### config.mk
export PLATFORM = sky130hd
export DESIGN_NAME = sorted_priority_queue
export DESIGN_NICKNAME = d
export VERILOG_FILES = /design/src/rtl/spq_pkg.sv /design/src/rtl/spq_ctrl.sv /design/src/rtl/spq_dp.sv /design/src/rtl/sorted_priority_queue.sv
export SDC_FILE = /design/constraint.sdc
export NUM_CORES = 2
export LEC_CHECK = 0
export BUFFER_PORTS_ARGS = -buffer_cell sky130_fd_sc_hd__buf_2
export CORE_MARGIN = 4
export CORE_UTILIZATION = 40
export DETAILED_ROUTE_END_ITERATION = 6
export GPL_ROUTABILITY_DRIVEN = 0
export GPL_TIMING_DRIVEN = 1
export PLACE_DENSITY = 0.58
export SLEW_MARGIN = 10
export SYNTH_ARGS = -nofsm -noshare
export SYNTH_HDL_FRONTEND = slang
export SYNTH_SLANG_ARGS = --single-unit
### constraint.sdc
create_clock -name i_clk -period 10.25 [get_ports i_clk]
set_input_delay 1.5375 -clock i_clk [delete_from_list [all_inputs] [get_ports i_clk]]
set_output_delay 1.5375 -clock i_clk [all_outputs]
set_load 0.05 [all_outputs]
### src/rtl/spq_pkg.sv
// spq_pkg: shared opcodes, status codes, default sizes and the
// controller/datapath command and status structs of the sorted priority queue
// no dependencies
package spq_pkg;

    // opcodes of an input beat
    localparam logic [1:0] OP_INSERT = 2'd0;
    localparam logic [1:0] OP_REMOVE = 2'd1;
    localparam logic [1:0] OP_LIST   = 2'd2;

    // status codes of a result beat
    localparam logic [1:0] ST_OK    = 2'd0;
    localparam logic [1:0] ST_EMPTY = 2'd1;
    localparam logic [1:0] ST_FULL  = 2'd2;

    localparam int DEFAULT_CAPACITY = 16;
    localparam int SCORE_W          = 32;
    localparam int TAG_W            = 32;

    // commands from controller to datapath
    typedef struct packed {
        logic       ins;       // insert the input entry in order
        logic       pop;       // drop the head, shift up
        logic       rot;       // rotate the occupied cells by one
        logic       emit;      // drive a result beat next cycle
        logic       use_head;  // result carries the head entry
        logic [1:0] status;
        logic       last;
    } t_cmd;

    // status from datapath to controller
    typedef struct packed {
        logic empty;
        logic full;
    } t_stat;

endpackage

### src/rtl/spq_ctrl.sv
// spq_ctrl: controller of the sorted priority queue, decodes commands and
// sequences the list walk
// depends on spq_pkg
module spq_ctrl import spq_pkg::*; #(
    parameter int CAPACITY = DEFAULT_CAPACITY,
    localparam int CW      = $clog2(CAPACITY + 1)
) (
    input  logic          i_clk,
    input  logic          i_rst_n,
    input  logic          start,
    input  logic [1:0]    i_opcode,
    input  t_stat         i_stat,
    input  logic [CW-1:0] i_count,
    output logic          busy,
    output t_cmd          o_cmd
);

    localparam logic S_IDLE = 1'b0;
    localparam logic S_LIST = 1'b1;

    logic          r_state, n_state;
    logic [CW-1:0] r_left, n_left;

    assign busy = (r_state == S_LIST);

    // next state and command decode
    always_comb begin
        n_state = r_state;
        n_left  = r_left;
        o_cmd   = '0;
        unique case (r_state)
            S_IDLE: begin
                if (start) begin
                    unique case (i_opcode)
                        OP_INSERT: begin
                            o_cmd.emit = 1'b1;
                            o_cmd.last = 1'b1;
                            if (i_stat.full) begin
                                o_cmd.status = ST_FULL;
                            end else begin
                                o_cmd.ins    = 1'b1;
                                o_cmd.status = ST_OK;
                            end
                        end
                        OP_REMOVE: begin
                            o_cmd.emit = 1'b1;
                            o_cmd.last = 1'b1;
                            if (i_stat.empty) begin
                                o_cmd.status = ST_EMPTY;
                            end else begin
                                o_cmd.pop      = 1'b1;
                                o_cmd.use_head = 1'b1;
                                o_cmd.status   = ST_OK;
                            end
                        end
                        OP_LIST: begin
                            o_cmd.emit = 1'b1;
                            if (i_stat.empty) begin
                                o_cmd.status = ST_EMPTY;
                                o_cmd.last   = 1'b1;
                            end else begin
                                // first beat goes out right away
                                o_cmd.rot      = 1'b1;
                                o_cmd.use_head = 1'b1;
                                o_cmd.status   = ST_OK;
                                o_cmd.last     = (i_count == CW'(1));
                                n_left         = i_count - CW'(1);
                                if (i_count != CW'(1)) begin
                                    n_state = S_LIST;
                                end
                            end
                        end
                        default: begin
                            // unused opcode, no result
                        end
                    endcase
                end
            end
            S_LIST: begin
                o_cmd.emit     = 1'b1;
                o_cmd.rot      = 1'b1;
                o_cmd.use_head = 1'b1;
                o_cmd.status   = ST_OK;
                o_cmd.last     = (r_left == CW'(1));
                n_left         = r_left - CW'(1);
                if (r_left == CW'(1)) begin
                    n_state = S_IDLE;
                end
            end
            default: begin
                n_state = S_IDLE;
            end
        endcase
    end

    // state registers
    always_ff @(posedge i_clk) begin
        if (!i_rst_n) begin
            r_state <= S_IDLE;
            r_left  <= '0;
        end else begin
            r_state <= n_state;
            r_left  <= n_left;
        end
    end

endmodule

### src/rtl/spq_dp.sv
// spq_dp: datapath of the sorted priority queue, a row of entry cells with
// per-cell compare and shift, the fill count and the result registers
// depends on spq_pkg
module spq_dp import spq_pkg::*; #(
    parameter int CAPACITY = DEFAULT_CAPACITY,
    localparam int CW      = $clog2(CAPACITY + 1)
) (
    input  logic                      i_clk,
    input  logic                      i_rst_n,
    input  t_cmd                      i_cmd,
    input  logic signed [SCORE_W-1:0] i_score,
    input  logic [TAG_W-1:0]          i_tag,
    output t_stat                     o_stat,
    output logic [CW-1:0]             o_count,
    output logic                      o_valid,
    output logic [1:0]                o_status,
    output logic signed [SCORE_W-1:0] o_out_score,
    output logic [TAG_W-1:0]          o_out_tag,
    output logic                      o_last
);

    logic signed [SCORE_W-1:0] r_score [CAPACITY];
    logic [TAG_W-1:0]          r_tag   [CAPACITY];
    logic signed [SCORE_W-1:0] n_score [CAPACITY];
    logic [TAG_W-1:0]          n_tag   [CAPACITY];
    logic [CW-1:0]             r_count, n_count;
    logic [CAPACITY-1:0]       stay;

    logic                      r_valid;
    logic [1:0]                r_status;
    logic signed [SCORE_W-1:0] r_out_score;
    logic [TAG_W-1:0]          r_out_tag;
    logic                      r_last;

    assign o_stat.empty = (r_count == '0);
    assign o_stat.full  = (r_count == CW'(CAPACITY));
    assign o_count      = r_count;

    // cells that keep their entry on insert: head keeps on ties,
    // later cells keep only on a strictly greater score
    always_comb begin
        stay[0] = (r_count != '0) && (r_score[0] >= i_score);
        for (int i = 1; i < CAPACITY; i++) begin
            stay[i] = (CW'(i) < r_count) && (r_score[i] > i_score);
        end
    end

    // next cell contents
    always_comb begin
        n_count = r_count;
        for (int i = 0; i < CAPACITY; i++) begin
            n_score[i] = r_score[i];
            n_tag[i]   = r_tag[i];
        end
        if (i_cmd.ins) begin
            n_count = r_count + CW'(1);
            if (!stay[0]) begin
                n_score[0] = i_score;
                n_tag[0]   = i_tag;
            end
            for (int i = 1; i < CAPACITY; i++) begin
                if (!stay[i]) begin
                    if (stay[i-1]) begin
                        n_score[i] = i_score;
                        n_tag[i]   = i_tag;
                    end else begin
                        n_score[i] = r_score[i-1];
                        n_tag[i]   = r_tag[i-1];
                    end
                end
            end
        end else if (i_cmd.pop) begin
            n_count = r_count - CW'(1);
            for (int i = 0; i < CAPACITY - 1; i++) begin
                n_score[i] = r_score[i+1];
                n_tag[i]   = r_tag[i+1];
            end
        end else if (i_cmd.rot) begin
            // head wraps to the tail slot, the rest move up
            for (int i = 0; i < CAPACITY - 1; i++) begin
                n_score[i] = r_score[i+1];
                n_tag[i]   = r_tag[i+1];
            end
            for (int i = 0; i < CAPACITY; i++) begin
                if (CW'(i) == r_count - CW'(1)) begin
                    n_score[i] = r_score[0];
                    n_tag[i]   = r_tag[0];
                end
            end
        end
    end

    // entry cells, no reset needed
    always_ff @(posedge i_clk) begin
        for (int i = 0; i < CAPACITY; i++) begin
            r_score[i] <= n_score[i];
            r_tag[i]   <= n_tag[i];
        end
    end

    // fill count and result strobe
    always_ff @(posedge i_clk) begin
        if (!i_rst_n) begin
            r_count <= '0;
            r_valid <= 1'b0;
        end else begin
            r_count <= n_count;
            r_valid <= i_cmd.emit;
        end
    end

    // result payload
    always_ff @(posedge i_clk) begin
        if (i_cmd.emit) begin
            r_status    <= i_cmd.status;
            r_last      <= i_cmd.last;
            r_out_score <= i_cmd.use_head ? r_score[0] : '0;
            r_out_tag   <= i_cmd.use_head ? r_tag[0] : '0;
        end
    end

    assign o_valid     = r_valid;
    assign o_status    = r_status;
    assign o_out_score = r_out_score;
    assign o_out_tag   = r_out_tag;
    assign o_last      = r_last;

endmodule

### src/rtl/sorted_priority_queue.sv
// sorted_priority_queue: top level, bounded max-priority queue kept in
// descending score order; joins spq_ctrl and spq_dp, depends on spq_pkg
//
// Usage:
//   A command beat is taken on a rising edge with start high and busy low:
//   i_opcode selects insert (i_score, i_tag), remove highest, or list all.
//   Unused opcodes are ignored and give no result.
//   Each result beat shows on o_status, o_out_score, o_out_tag, o_last for
//   exactly one cycle with o_valid high; the receiver cannot stall it.
//   Insert and remove: one result beat in the cycle after the command, and
//   a new command may follow on the very next edge; the insert position is
//   found by a compare in every cell at once.
//   List: one beat per stored entry on consecutive cycles, starting the
//   cycle after the command; busy stays high while the cell row rotates
//   once around.
//   An empty list or remove gives one beat with status empty; an insert
//   into a full queue is dropped and gives status full.
//   Reset (synchronous, active low) empties the queue and drops any list
//   in progress; entry contents are not cleared.
module sorted_priority_queue import spq_pkg::*; #(
    parameter int CAPACITY = DEFAULT_CAPACITY
) (
    input  logic                      i_clk,
    input  logic                      i_rst_n,
    input  logic                      start,
    output logic                      busy,
    input  logic [1:0]                i_opcode,
    input  logic signed [SCORE_W-1:0] i_score,
    input  logic [TAG_W-1:0]          i_tag,
    output logic                      o_valid,
    output logic [1:0]                o_status,
    output logic signed [SCORE_W-1:0] o_out_score,
    output logic [TAG_W-1:0]          o_out_tag,
    output logic                      o_last
);

    localparam int CW = $clog2(CAPACITY + 1);

    t_cmd          cmd;
    t_stat         stat;
    logic [CW-1:0] count;

    // controller
    spq_ctrl #(
        .CAPACITY (CAPACITY)
    ) u_ctrl (
        .i_clk    (i_clk),
        .i_rst_n  (i_rst_n),
        .start    (start),
        .i_opcode (i_opcode),
        .i_stat   (stat),
        .i_count  (count),
        .busy     (busy),
        .o_cmd    (cmd)
    );

    // datapath
    spq_dp #(
        .CAPACITY (CAPACITY)
    ) u_dp (
        .i_clk       (i_clk),
        .i_rst_n     (i_rst_n),
        .i_cmd       (cmd),
        .i_score     (i_score),
        .i_tag       (i_tag),
        .o_stat      (stat),
        .o_count     (count),
        .o_valid     (o_valid),
        .o_status    (o_status),
        .o_out_score (o_out_score),
        .o_out_tag   (o_out_tag),
        .o_last      (o_last)
    );

endmodule

==> run_summary.xml <==
<?xml version="1.0" encoding="UTF-8"?>
<metrics>
  <group name="pwr">
    <metric name="overall_power" unit="W">0.01343</metric>
    <metric name="p_leak" unit="nW">33.21</metric>
    <metric name="vdd_ir_drop_max" unit="mV">0.1910</metric>
    <metric name="p_per_area" unit="nW/um2">157.8</metric>
  </group>
  <group name="yosys">
    <metric name="count_of_unique_library_cells_instantiated_by_yosys" unit="">80</metric>
    <metric name="mappedNetlistNets" unit="">7998</metric>
    <metric name="synth_top_family_by_area" unit="">compound AO/OA/AOI/OAI gates</metric>
    <metric name="synth-warning-count" unit="">0</metric>
    <metric name="synth-async-reset-ratio" unit="%">0</metric>
    <metric name="syn-instance-count" unit="">7404</metric>
    <metric name="synth_top_cell_area_share" unit="%">41.63</metric>
    <metric name="post_synthesis_instance_area" unit="um2">78690</metric>
    <metric name="seq_area_frac_synth" unit="%">41.94</metric>
    <metric name="cell_type_contributing_the_most_total_cell_area_after_synthesis" unit="">sky130_fd_sc_hd__edfxtp_1</metric>
    <metric name="dominantRegCellSynth" unit="">sky130_fd_sc_hd__edfxtp_1</metric>
    <metric name="synth_mux_area_share" unit="%">9.844</metric>
    <metric name="simple_gate_fraction_of_synth_area" unit="%">9.473</metric>
    <metric name="compound_gate_portion_of_the_synthesized_area" unit="%">23.77</metric>
    <metric name="synth-xor-area-share" unit="%">0.08745</metric>
    <metric name="edff_count_synth" unit="">1091</metric>
    <metric name="netlist_top_cells_area" unit="">sky130_fd_sc_hd__edfxtp_1 (42%), sky130_fd_sc_hd__ha_1 (8.3%), sky130_fd_sc_hd__mux2_2 (8.1%)</metric>
    <metric name="ys_ff_latch" unit="">1103</metric>
    <metric name="post_synth_fa_ha_maj_area_fraction" unit="%">8.348</metric>
    <metric name="syn_area_per_cell" unit="um2">10.63</metric>
  </group>
  <group name="sta">
    <metric name="fin_worst_skew" unit="ns">0.03307</metric>
    <metric name="setup_repair_after_global_routing_missed_its_margin" unit="">no</metric>
    <metric name="clock.fmax" unit="MHz">142.2</metric>
    <metric name="fin_ws" unit="ns">3.217</metric>
    <metric name="tightestPinTransition" unit="ns">1.352</metric>
    <metric name="final.period_utilization" unit="%">68.61</metric>
    <metric name="max-slew-margin-rel" unit="%">9.028</metric>
    <metric name="hold_viol_final" unit="">0</metric>
    <metric name="finalMaxSlewViolations" unit="">0</metric>
    <metric name="finalHoldWorstSlack" unit="ns">0.4793</metric>
    <metric name="timing.setup.tns" unit="ns">0</metric>
    <metric name="final_min_period" unit="ns">7.033</metric>
    <metric name="setup_viol" unit="">0</metric>
  </group>
  <group name="global_route">
    <metric name="antenna_found_initial" unit="">18</metric>
    <metric name="grt_pass1_vias" unit="">66660</metric>
    <metric name="grt_start_max_net_pins" unit="">191</metric>
    <metric name="grt_pass1_wl" unit="um">477700</metric>
    <metric name="grt_overflow" unit="">0</metric>
    <metric name="grtUsageTotal" unit="%">31.36</metric>
  </group>
  <group name="cts">
    <metric name="cts_made_buffers" unit="">135</metric>
    <metric name="htree_levels" unit="">4</metric>
    <metric name="clockBufferDepth" unit="">3</metric>
    <metric name="post-cts-setup-buffers" unit="">0</metric>
    <metric name="worst_skew_pair_later_pin_latency" unit="ns">0.83</metric>
    <metric name="clk_transition_reported_paths" unit="ns">0.06</metric>
    <metric name="cts.sinks" unit="">1103</metric>
    <metric name="cts_tree" unit="">yes</metric>
    <metric name="cts-resized-gates" unit="">0</metric>
    <metric name="postCtsHoldBufs" unit="">0</metric>
    <metric name="cts_root_buf" unit="">sky130_fd_sc_hd__clkbuf_16</metric>
  </group>
  <group name="final_layout">
    <metric name="fin_nets" unit="">7717</metric>
    <metric name="finish.cell_count_without_fillers" unit="">9861</metric>
    <metric name="mostFrequentLayoutCells" unit="">sky130_fd_sc_hd__edfxtp_1 (1091), sky130_fd_sc_hd__nand2_1 (1056), sky130_fd_sc_hd__mux2_2 (566), sky130_fd_sc_hd__ha_1 (525), sky130_fd_sc_hd__a21oi_1 (343)</metric>
    <metric name="mostFrequentLayoutCell" unit="">sky130_fd_sc_hd__edfxtp_1</metric>
    <metric name="post_route_cells_drive_above_1_share" unit="%">16.86</metric>
    <metric name="ff_latch_area" unit="um2">33000</metric>
    <metric name="multiInputGateArea" unit="um2">41220</metric>
    <metric name="nFillCells" unit="">18380</metric>
    <metric name="signed_area_change_from_the_synthesized_netlist_to_the_final_layout" unit="%">8.200</metric>
  </group>
  <group name="drt">
    <metric name="detailed_routing_iterations_pass_1" unit="">7</metric>
    <metric name="post_drt_via_cell_ratio" unit="">7.008</metric>
    <metric name="drt_iter0_markers" unit="">10080</metric>
    <metric name="post-route-drc-count" unit="">5</metric>
    <metric name="dr_total_vias" unit="">69110</metric>
    <metric name="postRouteAntennaNets" unit="">0</metric>
    <metric name="route.final.wire_length" unit="um">334100</metric>
    <metric name="routedWlPerCell" unit="um">33.88</metric>
  </group>
  <group name="job">
    <metric name="cap_violations" unit="">0</metric>
  </group>
  <group name="die">
    <metric name="placementRows" unit="">162</metric>
    <metric name="chip_width" unit="um">451.5</metric>
    <metric name="design.core.area" unit="um2">195200</metric>
    <metric name="pin_count" unit="">138</metric>
    <metric name="initial_utilization" unit="%">40.31</metric>
    <metric name="die-area" unit="um2">203900</metric>
    <metric name="die-height" unit="um">451.5</metric>
  </group>
  <group name="worst_setup_path">
    <metric name="timing.critical_path.arrival" unit="ns">7.52</metric>
    <metric name="crit_required" unit="ns">10.74</metric>
    <metric name="critical_path_peak_fanout" unit="">65</metric>
    <metric name="critical_path_class" unit="">primary input to flop</metric>
    <metric name="critical_path.startpoint" unit="">i_score[28]</metric>
    <metric name="reg_to_reg_critical_path_startpoint" unit="">u_dp.o_count[0]</metric>
    <metric name="cp-start-kind" unit="">primary input</metric>
    <metric name="end_kind" unit="">flop</metric>
    <metric name="r2r_setup_slack" unit="ns">4.15</metric>
  </group>
  <group name="placement">
    <metric name="buffer_ports.inserted" unit="">137</metric>
    <metric name="dpl.hpwl" unit="um">204500</metric>
    <metric name="place_worst_setup_slack" unit="ns">2.676</metric>
    <metric name="placedCellCount" unit="">9610</metric>
  </group>
  <group name="worst_hold_path">
    <metric name="holdCritStartpoint" unit="">u_ctrl.r_left[4]</metric>
    <metric name="holdCritPathClass" unit="">flop to flop</metric>
  </group>
  <group name="status">
    <metric name="violated_checks" unit="">design-rule violations</metric>
    <metric name="run_status" unit="">finished with violations</metric>
  </group>
</metrics>
[worst paths after layout]
check,endpoint,cells after the start
max,u_dp.r_tag[1][114],11
min,u_ctrl.r_left[4],1
max reg2reg,u_dp.r_tag[0][20],11
min reg2reg,u_ctrl.r_left[4],1
[cell usage after synthesis (all sizes together) (6+ instances only)]
| library cell | instances |
|---|---|
| mux2 | 567 |
| or2 | 7 |
| nor2b | 83 |
| a211o | 17 |
| nand2 | 1075 |
| a2111o | 195 |
| a221o | 142 |
| nand4 | 111 |
| o211ai | 22 |
| o31ai | 7 |
| a22oi | 65 |
| a32o | 128 |
| buf | 199 |
| nand2b | 72 |
| o221ai | 65 |
| edfxtp | 1091 |
| o21ai | 135 |
| dfxtp | 12 |
| o2111ai | 256 |
| o32ai | 64 |
| clkinv | 31 |
| inv | 325 |
| nand3 | 63 |
| or4 | 8 |
| a211oi | 6 |
| nor2 | 177 |
| o21a | 14 |
| a21o | 239 |
| ha | 525 |
| o31a | 11 |
| nor3 | 31 |
| a31oi | 15 |
| o311ai | 448 |
| nor4 | 28 |
| a221oi | 9 |
| o221a | 65 |
| and2 | 7 |
| a21oi | 355 |
| mux2i | 136 |
| and4 | 10 |
| clkbuf | 526 |
[where the power goes]
| group | total (W) | switching, W | internal, W |
|---|---|---|---|
| Clock | 0.00475 | 0.00212 | 0.00262 |
| Combinational | 0.00285 | 0.00197 | 0.000879 |
| Sequential | 0.00584 | 0.000348 | 0.00549 |
[per-layer routing]
metal	track usage, %	vias up	wire length [um]
met3	8.593	1059	37700
met5	0	-	40
li1	-	29030	-
met1	40.20	34210	129700
met4	18.98	6	22450
met2	47.19	4813	144200
[per-stage QoR]
stage               area (um2)  util (%)
finish                   85140     43.62
global route             85130     43.61
CTS                      85120     43.61
detailed placement       80960     41.48
global placement         80950     41.47
floorplan                78690         -
[logic make-up (layout without fill, tap and decap cells)]
kind of cell | Yosys count | after routing
AOI/OAI and AO/OA | 2285 | 2285
and+or+nand+nor | 1693 | 1693
DFF | 1103 | 1103
buffers and inverters | 1088 | 913
muxes | 703 | 703
adders and majority gates | 525 | 525
xor gates and xnor gates | 7 | 7
other | 0 | 8
[final cells by class]
class                      count  area share [%]
inverter                     356           1.572
timing repair buffer         314           2.484
clock inverter                69          0.6966
clock buffer                 174           4.190
tap                         2624           3.856
sequential                  1103           38.76
multi-input combinational   5213           48.42
antenna                        8         0.02351
[worst max-delay path, stage by stage]
cell	delay (ns)
sky130_fd_sc_hd__buf_2	0.12
sky130_fd_sc_hd__clkinv_1	0.52
sky130_fd_sc_hd__buf_4	0.45
sky130_fd_sc_hd__ha_1	0.31
sky130_fd_sc_hd__nand4_1	0.21
sky130_fd_sc_hd__nor4_1	1.17
sky130_fd_sc_hd__a31oi_1	0.59
sky130_fd_sc_hd__or3b_4	0.42
sky130_fd_sc_hd__buf_4	0.80
sky130_fd_sc_hd__o21a_4	0.95
sky130_fd_sc_hd__o311ai_0	0.29
[flip-flops by register name (all words and copies together) (netlist names), 2 cells and up]
signal	count
u_ctrl.r_left	5
u_dp.o_out_tag	32
u_dp.r_tag	512
u_dp.o_status	2
u_dp.o_count	5
u_dp.o_out_score	32
u_dp.r_score	512
Power figures use the tool's default switching activity.
